==> config.mk <==
export PLATFORM = sky130hd
export DESIGN_NAME = stable_priority_ready_list
export DESIGN_NICKNAME = d
export VERILOG_FILES = /design/src/hdl/sprl_pkg.sv /design/src/hdl/sprl_cell.sv /design/src/hdl/stable_priority_ready_list.sv
export SDC_FILE = /design/constraint.sdc
export NUM_CORES = 2
export LEC_CHECK = 0
export ABC_AREA = 1
export BUFFER_PORTS_ARGS = -buffer_cell sky130_fd_sc_hd__buf_2
export CORE_UTILIZATION = 30
export DETAILED_ROUTE_END_ITERATION = 10
export GPL_TIMING_DRIVEN = 1
export MAX_ROUTING_LAYER = met4
export PLACE_DENSITY = 0.55
export SLEW_MARGIN = 20
export SYNTH_ARGS = -nofsm -noshare
export SYNTH_HDL_FRONTEND = slang
export SYNTH_SLANG_ARGS = --single-unit
==> constraint.sdc <==
create_clock -name clk -period 5.2 [get_ports clk]
set_clock_uncertainty 0.05 [all_clocks]
set_input_delay 0 -clock clk [delete_from_list [all_inputs] [get_ports clk]]
set_output_delay 0 -clock clk [all_outputs]
set_load 0.02 [all_outputs]
==> src/hdl/sprl_pkg.sv <==
package sprl_pkg;

  localparam logic [1:0] OP_INSERT = 2'd0;
  localparam logic [1:0] OP_POP    = 2'd1;
  localparam logic [1:0] OP_REMOVE = 2'd2;

  localparam logic [2:0] ST_OK       = 3'd0;
  localparam logic [2:0] ST_EMPTY    = 3'd1;
  localparam logic [2:0] ST_FULL     = 3'd2;
  localparam logic [2:0] ST_NOTFOUND = 3'd3;
  localparam logic [2:0] ST_DUP      = 3'd4;

  typedef struct packed {
    logic ins;  // place request item into the list
    logic rem;  // take the hit cell out, close the gap
    logic pop;  // hit means head cell rather than id match
  } ctrl_t;

endpackage

==> src/hdl/sprl_cell.sv <==
module sprl_cell #(
  parameter int ID_BITS  = 8,
  parameter int TAG_BITS = 16
) (
  input  logic                clk,
  input  logic                rst,
  input  sprl_pkg::ctrl_t     ctrl,
  input  logic                first,
  input  logic [ID_BITS-1:0]  req_id,
  input  logic [TAG_BITS-1:0] req_tag,
  input  logic [ID_BITS-1:0]  lo_id,
  input  logic [TAG_BITS-1:0] lo_tag,
  input  logic                lo_valid,
  input  logic                lo_le,
  input  logic                lo_found,
  input  logic [ID_BITS-1:0]  hi_id,
  input  logic [TAG_BITS-1:0] hi_tag,
  input  logic                hi_valid,
  output logic [ID_BITS-1:0]  id,
  output logic [TAG_BITS-1:0] tag,
  output logic                valid,
  output logic                le,
  output logic                match,
  output logic                hit,
  output logic                found
);

  assign le    = valid && (tag <= req_tag);
  assign match = valid && (id == req_id);
  assign hit   = ctrl.pop ? (first && valid) : match;
  assign found = lo_found || hit;

  always_ff @(posedge clk) begin
    if (ctrl.ins && !le) begin
      if (lo_le) begin
        id  <= req_id;
        tag <= req_tag;
      end else begin
        id  <= lo_id;
        tag <= lo_tag;
      end
    end else if (ctrl.rem && found) begin
      id  <= hi_id;
      tag <= hi_tag;
    end
  end

  always_ff @(posedge clk) begin
    if (rst) begin
      valid <= 1'b0;
    end else if (ctrl.ins && !le) begin
      valid <= lo_le ? 1'b1 : lo_valid;
    end else if (ctrl.rem && found) begin
      valid <= hi_valid;
    end
  end

endmodule

==> src/hdl/stable_priority_ready_list.sv <==
// Stable sorted ready list built as a chain of shifting cells.
// The result strobe (done) is registered and rises in the cycle after the request is taken.
// Throughput: one request per cycle; busy stays low, the cell chain settles each cycle.
// Reset (rst, synchronous): all cells invalid, count zero, no result pending.
// Results are not held: the receiver takes each one in its strobe cycle.
module stable_priority_ready_list #(
  parameter int ENTRIES  = 16,
  parameter int ID_BITS  = 8,
  parameter int TAG_BITS = 16
) (
  input  logic                         clk,
  input  logic                         rst,
  input  logic                         start,
  output logic                         busy,
  input  logic [1:0]                   op,
  input  logic [ID_BITS-1:0]           item_id,
  input  logic [TAG_BITS-1:0]          tag,
  output logic                         done,
  output logic [2:0]                   status,
  output logic [ID_BITS-1:0]           out_id,
  output logic [TAG_BITS-1:0]          out_tag,
  output logic [$clog2(ENTRIES+1)-1:0] count
);

  localparam int CW = $clog2(ENTRIES + 1);

  logic [ID_BITS-1:0]  c_id    [ENTRIES];
  logic [TAG_BITS-1:0] c_tag   [ENTRIES];
  logic [ENTRIES-1:0]  c_valid;
  logic [ENTRIES-1:0]  c_le;
  logic [ENTRIES-1:0]  c_match;
  logic [ENTRIES-1:0]  c_hit;
  logic [ENTRIES-1:0]  c_found;

  sprl_pkg::ctrl_t ctrl;
  logic            accept;
  logic            dup;
  logic            full;
  logic            any_hit;
  logic [2:0]      status_next;
  logic [CW-1:0]   count_next;
  logic [ID_BITS-1:0]  hit_id;
  logic [TAG_BITS-1:0] hit_tag;

  assign busy    = 1'b0;
  assign accept  = start && !busy;
  assign dup     = |c_match;
  assign any_hit = |c_hit;
  assign full    = (count == CW'(ENTRIES));

  genvar g;
  generate
    for (g = 0; g < ENTRIES; g++) begin : g_cell
      logic [ID_BITS-1:0]  lo_id;
      logic [TAG_BITS-1:0] lo_tag;
      logic                lo_valid;
      logic                lo_le;
      logic                lo_found;
      logic [ID_BITS-1:0]  hi_id;
      logic [TAG_BITS-1:0] hi_tag;
      logic                hi_valid;

      if (g == 0) begin : g_head
        assign lo_id    = '0;
        assign lo_tag   = '0;
        assign lo_valid = 1'b0;
        assign lo_le    = 1'b1;
        assign lo_found = 1'b0;
      end else begin : g_body
        assign lo_id    = c_id[g-1];
        assign lo_tag   = c_tag[g-1];
        assign lo_valid = c_valid[g-1];
        assign lo_le    = c_le[g-1];
        assign lo_found = c_found[g-1];
      end

      if (g == ENTRIES - 1) begin : g_tail
        assign hi_id    = '0;
        assign hi_tag   = '0;
        assign hi_valid = 1'b0;
      end else begin : g_inner
        assign hi_id    = c_id[g+1];
        assign hi_tag   = c_tag[g+1];
        assign hi_valid = c_valid[g+1];
      end

      sprl_cell #(
        .ID_BITS  (ID_BITS),
        .TAG_BITS (TAG_BITS)
      ) u_cell (
        .clk      (clk),
        .rst      (rst),
        .ctrl     (ctrl),
        .first    ((g == 0) ? 1'b1 : 1'b0),
        .req_id   (item_id),
        .req_tag  (tag),
        .lo_id    (lo_id),
        .lo_tag   (lo_tag),
        .lo_valid (lo_valid),
        .lo_le    (lo_le),
        .lo_found (lo_found),
        .hi_id    (hi_id),
        .hi_tag   (hi_tag),
        .hi_valid (hi_valid),
        .id       (c_id[g]),
        .tag      (c_tag[g]),
        .valid    (c_valid[g]),
        .le       (c_le[g]),
        .match    (c_match[g]),
        .hit      (c_hit[g]),
        .found    (c_found[g])
      );
    end
  endgenerate

  always_comb begin
    hit_id  = '0;
    hit_tag = '0;
    for (int i = 0; i < ENTRIES; i++) begin
      hit_id  = hit_id  | (c_hit[i] ? c_id[i]  : '0);
      hit_tag = hit_tag | (c_hit[i] ? c_tag[i] : '0);
    end
  end

  always_comb begin
    ctrl        = '0;
    ctrl.pop    = (op == sprl_pkg::OP_POP);
    status_next = sprl_pkg::ST_OK;
    count_next  = count;
    unique case (op)
      sprl_pkg::OP_INSERT: begin
        if (dup) begin
          status_next = sprl_pkg::ST_DUP;
        end else if (full) begin
          status_next = sprl_pkg::ST_FULL;
        end else begin
          ctrl.ins   = accept;
          count_next = count + CW'(1);
        end
      end
      sprl_pkg::OP_POP: begin
        if (!any_hit) begin
          status_next = sprl_pkg::ST_EMPTY;
        end else begin
          ctrl.rem   = accept;
          count_next = count - CW'(1);
        end
      end
      sprl_pkg::OP_REMOVE: begin
        if (!any_hit) begin
          status_next = sprl_pkg::ST_NOTFOUND;
        end else begin
          ctrl.rem   = accept;
          count_next = count - CW'(1);
        end
      end
      default: begin
      end
    endcase
  end

  always_ff @(posedge clk) begin
    if (rst) begin
      done  <= 1'b0;
      count <= '0;
    end else begin
      done <= accept;
      if (accept) begin
        count <= count_next;
      end
    end
  end

  always_ff @(posedge clk) begin
    if (accept) begin
      status  <= status_next;
      out_id  <= ctrl.rem ? hit_id  : '0;
      out_tag <= ctrl.rem ? hit_tag : '0;
    end
  end

endmodule

== Word-level counts from Yosys, hierarchy flattened ==
Cells that the tools add are included.

* Add/subtract/negate cells: 2
* Magnitude comparators: 16
* Equal/unequal tests: 22
* Muxes and demuxes: 203
* Bitwise gates (word level): 30
* Reduce and logical (&&, ||, !) cells: 117

{| class="wikitable"
|+ Operator list
! cell !! count
|-
| $mux W16 || 63
|-
| $mux W8 || 63
|-
| $le A16 B16 Y1 || 16
|-
| $or A16 B16 Y16 || 15
|-
| $eq A8 B8 Y1 || 16
|-
| $or A8 B8 Y8 || 15
|-
| $mux W1 || 69
|-
| $logic_and A1 B1 Y1 || 64
|-
| $reduce_bool A2 Y1 || 17
|-
| $reduce_or A16 Y1 || 2
|-
| $logic_not A1 Y1 || 16
|-
| $logic_or A1 B1 Y1 || 15
|-
| $mux W5 || 3
|-
| $pmux W5 S2 || 1
|-
| $pmux W3 S3 || 1
|-
| $add A5 B1 Y5 const B || 1
|-
| $eq A5 B5 Y1 const B || 1
|-
| $reduce_and A5 Y1 || 1
|-
| $sub A5 B1 Y5 const B || 1
|-
| $mux W2 || 2
|-
| $ne A2 B2 Y1 const B || 2
|-
| $mux W3 || 1
|-
| $eq A2 B1 Y1 const B || 1
|-
| $eq A2 B2 Y1 const B || 1
|-
| other kinds (3) || 3
|}

* Register bits after elaboration: 433
* Input port bits: 29
* Output and inout bits: 34

== Depth between registers and ports, before layout ==
* Depth in word-level cells: 21
* Gate-level depth with buffers: 21
* Gate-level depth less buffers: 18

== By module ==
A second synthesis with hierarchy kept.

* Cell total of the unflattened synthesis: 4944
* Area, all modules: 35675.5 sq um

{| class="wikitable"
|+ By module, submodules not included
! module !! instances !! cells each !! area an instance (sq um)
|-
| sprl_cell (g_cell[0].u_cell ...) || 12 || 268 || 1974.4
|-
| sprl_cell (g_cell[6].u_cell ...) || 4 || 268 || 1975.6
|-
| stable_priority_ready_list || 1 || 656 || 4080.2
|}

== Least setup slack after synthesis ==
No wires, ideal clock.

* Path kind: flip-flop to flip-flop
* Start point: register g_cell[9].u_cell.id[0]
* End point: register g_cell[0].u_cell.id[0], enable pin
* Arrival time: 3182 ps
* Data required time: 4712 ps
* Setup slack: 1529 ps
* Stages on the path, launching flop included: 14
* Path buffers: 0
* Clock period less this slack: 3671 ps
* Cell sequence: edfxtp_1 nand2_1 o21ai_0 nor2_1 nand2_1 nor2_1 nand3_1 nand2_1 nor2_1 nand2_1 nor2_2 nor2_4 inv_2 o21ai_0

* Word-level cells in the longest chain between the ends: 8
* Elaborated cells on any way between the ends: 12

{| class="wikitable"
|+ Ends and longest elaborated chain
! element !! line !! text
|-
| start, declared || sprl_cell.sv:19 || <nowiki>output logic [ID_BITS-1:0] id,</nowiki>
|-
| start signal, assigned || sprl_cell.sv:36 || <nowiki>id <= req_id;</nowiki>
|-
| start signal, assigned || sprl_cell.sv:39 || <nowiki>id <= lo_id;</nowiki>
|-
| start signal, assigned || sprl_cell.sv:43 || <nowiki>id <= hi_id;</nowiki>
|-
| $eq A8 B8 Y1 * || sprl_cell.sv:29 || <nowiki>assign match = valid && (id == req_id);</nowiki>
|-
| $logic_and A1 B1 Y1 * || sprl_cell.sv:29 ||
|-
| $mux W1 || sprl_cell.sv:30 || <nowiki>assign hit = ctrl.pop ? (first && valid) : match;</nowiki>
|-
| $reduce_or A16 Y1 || stable_priority_ready_list.sv:48 || <nowiki>assign any_hit = |c_hit;</nowiki>
|-
| $mux W1 || stable_priority_ready_list.sv:142, stable_priority_ready_list.sv:150 ||
|-
| $mux W1 || - ||
|-
| $logic_and A1 B1 Y1 || sprl_cell.sv:42 || <nowiki>end else if (ctrl.rem && found) begin</nowiki>
|-
| $reduce_bool A2 Y1 (no line) * || - ||
|-
| end signal, assigned || sprl_cell.sv:36 ||
|-
| end signal, assigned || sprl_cell.sv:39 ||
|-
| end signal, assigned || sprl_cell.sv:43 ||
|-
| end, declared || sprl_cell.sv:19 ||
|}

Every way passes the cells marked *; elsewhere a longest branch is shown, timed or not.
A chain may end at the register's enable or synchronous reset.

== Worst setup path in the final report ==
* Start point: input port item_id[7]
* End point: register g_cell[0].u_cell.tag[9], enable pin

* Word-level cells in the longest chain between the ends: 8
* Elaborated cells on any way between the ends: 57

{| class="wikitable"
|+ Ends and longest elaborated chain
! element !! line !! text
|-
| start, declared || stable_priority_ready_list.sv:16 || <nowiki>input logic [ID_BITS-1:0] item_id,</nowiki>
|-
| $eq A8 B8 Y1 || sprl_cell.sv:29 ||
|-
| $logic_and A1 B1 Y1 || sprl_cell.sv:29 ||
|-
| $mux W1 || sprl_cell.sv:30 ||
|-
| $reduce_or A16 Y1 || stable_priority_ready_list.sv:48 ||
|-
| $mux W1 || stable_priority_ready_list.sv:142, stable_priority_ready_list.sv:150 ||
|-
| $mux W1 || - ||
|-
| $logic_and A1 B1 Y1 || sprl_cell.sv:42 ||
|-
| $reduce_bool A2 Y1 (no line) * || - ||
|-
| end signal, assigned || sprl_cell.sv:37 || <nowiki>tag <= req_tag;</nowiki>
|-
| end signal, assigned || sprl_cell.sv:40 || <nowiki>tag <= lo_tag;</nowiki>
|-
| end signal, assigned || sprl_cell.sv:44 || <nowiki>tag <= hi_tag;</nowiki>
|-
| end, declared || sprl_cell.sv:20 || <nowiki>output logic [TAG_BITS-1:0] tag,</nowiki>
|}

Marked as above.

==> summary.txt <==
STA
  – Measured slew at the worst slew-check pin: around 1.1 ns
  – Max-slew violations: 0
  – Worst hold slack: ~0.085 ns
  – Setup TNS: 0 ns
  – Final count of hold timing violations: 0
  – Slew headroom: around a quarter
  – Peak Freq: around 0.24 GHz
  – Tmin final: 4.224 ns
  – Setup repair after global routing missed its margin: false
  – Final clock period utilization by the worst path: about four fifths
  – Final setup vio count: 0

Die
  – Total core area: around 110000 sq um
  – Ports: 63
  – Number of cell rows: 120
  – Starting Density: a little under a third
  – Die width: approximately 330 um
  – Die area: approximately 110000 sq um
  – Die Span Y: about 330 um

Logic synthesis
  – Post-Synthesis Cells: roughly 4300
  – Post-synthesis adder-cell area fraction: 10.09%
  – Simple-gate share of the synthesized area: 22.13%
  – Xor and xnor area share after synthesis: less than 1%
  – Syn avg cell area: 7.579 sq um
  – Seq/Total Area, Yosys: slightly below 40%
  – Post-synthesis compound-gate area fraction: 19.90%
  – Cell area after synthesis: 32820 sq um
  – Post-synthesis mux area share: 0%
  – Most common cell in the netlist: nand2_1
  – Yosys cell types: between 40 and 50
  – Largest cells by area after synthesis: edfxtp_1 38%, nand2_1 13%, ha_1 10%
  – Yosys reg bits: around 430
  – Number of enable flip-flop cells after synthesis: about 400
  – Synth top area share: between 30% and 40%
  – Largest family of logic cells by synthesized area: simple AND/OR/NAND/NOR gates
  – Post-synth top cells: 1158 x nand2_1, 634 x o21ai_0, 411 x edfxtp_1
  – Synth area leader: edfxtp_1
  – Ys flop type: edfxtp_1
  – Post-synth ARST share: 0%
  – Synth Net Count: ~4600
  – Number of synthesis warnings: 0

Final layout
  – Layout Nets: about 4600
  – Final instance area: between 30000 and 40000 sq um
  – Share of cells above drive strength 1: 6.761%
  – Synthesis-to-finish area growth: 11.50%
  – FILL cells: 11450
  – Post-route insts no fill: 5798

Clocking
  – TritonCTS clock tree: yes
  – Cts repair resizes: 0
  – # Post-CTS Setup Buffers: 0
  – CTS clk-pin slew, worst paths: 0.06 ns
  – Worst-Skew Late Latency: 0.65 ns
  – H-tree lvl count: 2
  – Cts bufs inserted: 56
  – Clock sinks: ~430
  – Root Driver: clkbuf_16
  – CTS Buffer Depth: 3

Setup path
  – CP Cell Sequence: dlygate4sd3_1, buf_2, inv_2, nand2_1, nand2_1, nand3b_1, nor2_1, nand3_1, nand2_1, nor2_1, nand2_1, nor2_2, nor2_4, inv_2, o21ai_2, buf_4
  – Kind of critical path: in -> reg
  – Slowest-stage cell, CP: nor2_4
  – Max FO, Critical Path: 24
  – WP data arrival: between 4 and 5 ns
  – Critical Path Most Common Cell: nand2_1
  – Largest stage delay on the critical path: 0.68 ns
  – Crit path launch type: input port
  – Nature of the critical path endpoint: flop
  – Reg2reg path depth: 13
  – Critical path required time: about 5.4 ns

Hold path
  – Cells on Worst Hold Path: 3
  – Hold Path Class: in -> reg

GRT
  – GRT Total Usage: 24.84%
  – Final global-route overflow total: 0
  – First-pass GRT wire length: about 200000 um
  – Vias in the first global route: 28870
  – Initial antenna violation count: 1
  – Largest net degree at the start of global routing: 50

Route
  – Drt pass-1 iters: 8
  – Final WL: between 100000 and 150000 um
  – Remaining antenna violation count: 0
  – Vias: between 30000 and 40000
  – DR WL/cell: roughly 24 um
  – Vias per inst: 5.522
  – Post-route DRC violation count: 0
  – Starting DRT DRC Count: just over 4000

Placed design
  – Placer Congestion: about 0.99
  – Placed instance area: roughly 35000 sq um
  – HPWL after DPL: 105300 um
  – IO Port Bufs: between 60 and 70
  – Dpl cells: roughly 5700

Status
  – Status: complete, no violations

Power
  – Power density cells: 251.8 nW/um^2
  – Maximum VDD drop: 0.2073 mV
  – Leakage power total: roughly 16 nW
  – Total power: 9.215 mW

Run
  – Max-Cap Viols: 0
==> timing repair <==
item                                    4_1_cts  5_1_grt
hold buffers                                 28        0
hold endpoints to repair                    141        0
endpoints found under the setup margin        0        0
==> state kept, by name, summed over array words and instances (netlist names) <==
| name | count |
|---|---|
| g_cell.u_cell.valid | 16 |
| g_cell.u_cell.tag | 256 |
| count | 5 |
| status | 3 |
| g_cell.u_cell.id | 128 |
| done | 1 |
| out_tag | 16 |
| out_id | 8 |
==> cell type report <==
class	count	area, sq um	share of cell area, %
Multi-Input combinational cell	3258	17420	47.60
Sequential cell	433	12780	34.93
Tap cell	1403	1755	4.797
Inverter	399	1500	4.100
Clock buffer	71	1499	4.096
Timing Repair Buffer	199	1411	3.857
Clock inverter	33	222.7	0.6086
Antenna cell	2	5.005	0.01368
==> path summary, 6_finish.rpt <==
kind                                               from                 endpoint  slack (ns)
worst min register to register                 count[4]                 count[4]        0.47
worst max register to register  g_cell[10].u_cell.id[1]  g_cell[0].u_cell.tag[9]        1.18
worst min-delay path                         item_id[0]  g_cell[11].u_cell.id[0]        0.08
worst max-delay path                         item_id[7]  g_cell[0].u_cell.tag[9]        0.98
==> cell families after synthesis <==
kind of cell / Yosys count
other: 1
xor gates and xnor gates: 33
and+or+nand+nor: 1777
DFF: 433
adders and majority gates: 264
AOI/OAI and AO/OA: 1183
buffers and inverters: 639
==> cell usage in the layout (no fill, tap or decap), drive strengths merged, types with 5 or more instances in the layout <==
master / synthesis / final
clkbuf: 160 / 71
o22ai: 99 / 99
a211oi: 32 / 32
nand2: 1161 / 1161
nor2: 346 / 346
clkinv: 13 / 42
dlygate4sd3: 0 / 28
o21a: 5 / 5
o211ai: 61 / 61
a2bb2oi: 39 / 39
and2: 12 / 12
dfxtp: 22 / 22
nor3: 23 / 23
a22o: 10 / 10
a21oi: 239 / 239
nor4: 8 / 8
buf: 80 / 171
nand4: 54 / 54
a21o: 8 / 8
inv: 386 / 386
xor2: 16 / 16
a21boi: 5 / 5
nand3: 159 / 159
xnor2: 17 / 17
ha: 263 / 263
edfxtp: 411 / 411
nand3b: 7 / 7
o21ai: 676 / 676
==> where the power goes <==
| part | internal (mW) | total, mW | switching [mW] |
|---|---|---|---|
| clock network | 2.16 | 3.82 | 1.66 |
| logic | 0.394 | 1.30 | 0.907 |
| registers | 3.97 | 4.09 | 0.116 |
==> critical path: cells and delay by family <==
| family | cells | cell delay [ns] |
|---|---|---|
| buf+inv | 5 | 2.23 |
| compound gates | 1 | 0.22 |
| simple gates | 10 | 1.95 |
==> layer usage <==
metal	track usage (%)	share of wire [%]	vias up
li1	-	-	14950
met1	34.82	44	15200
met2	37.06	43	1689
met3	4.163	10	188
met4	5.932	2.5	0
met5	-	0	-
==> stage by stage <==
step           utilization, %  setup slack, ns
2_1_floorplan               -            1.529
3_3_place_gp            32.08           0.9516
3_5_place_dp            32.08           0.8869
4_1_cts                 33.94            1.147
5_1_grt                 33.94           0.9154
6_report                33.95           0.9759
No activity file was read; power rests on OpenSTA's default activity.
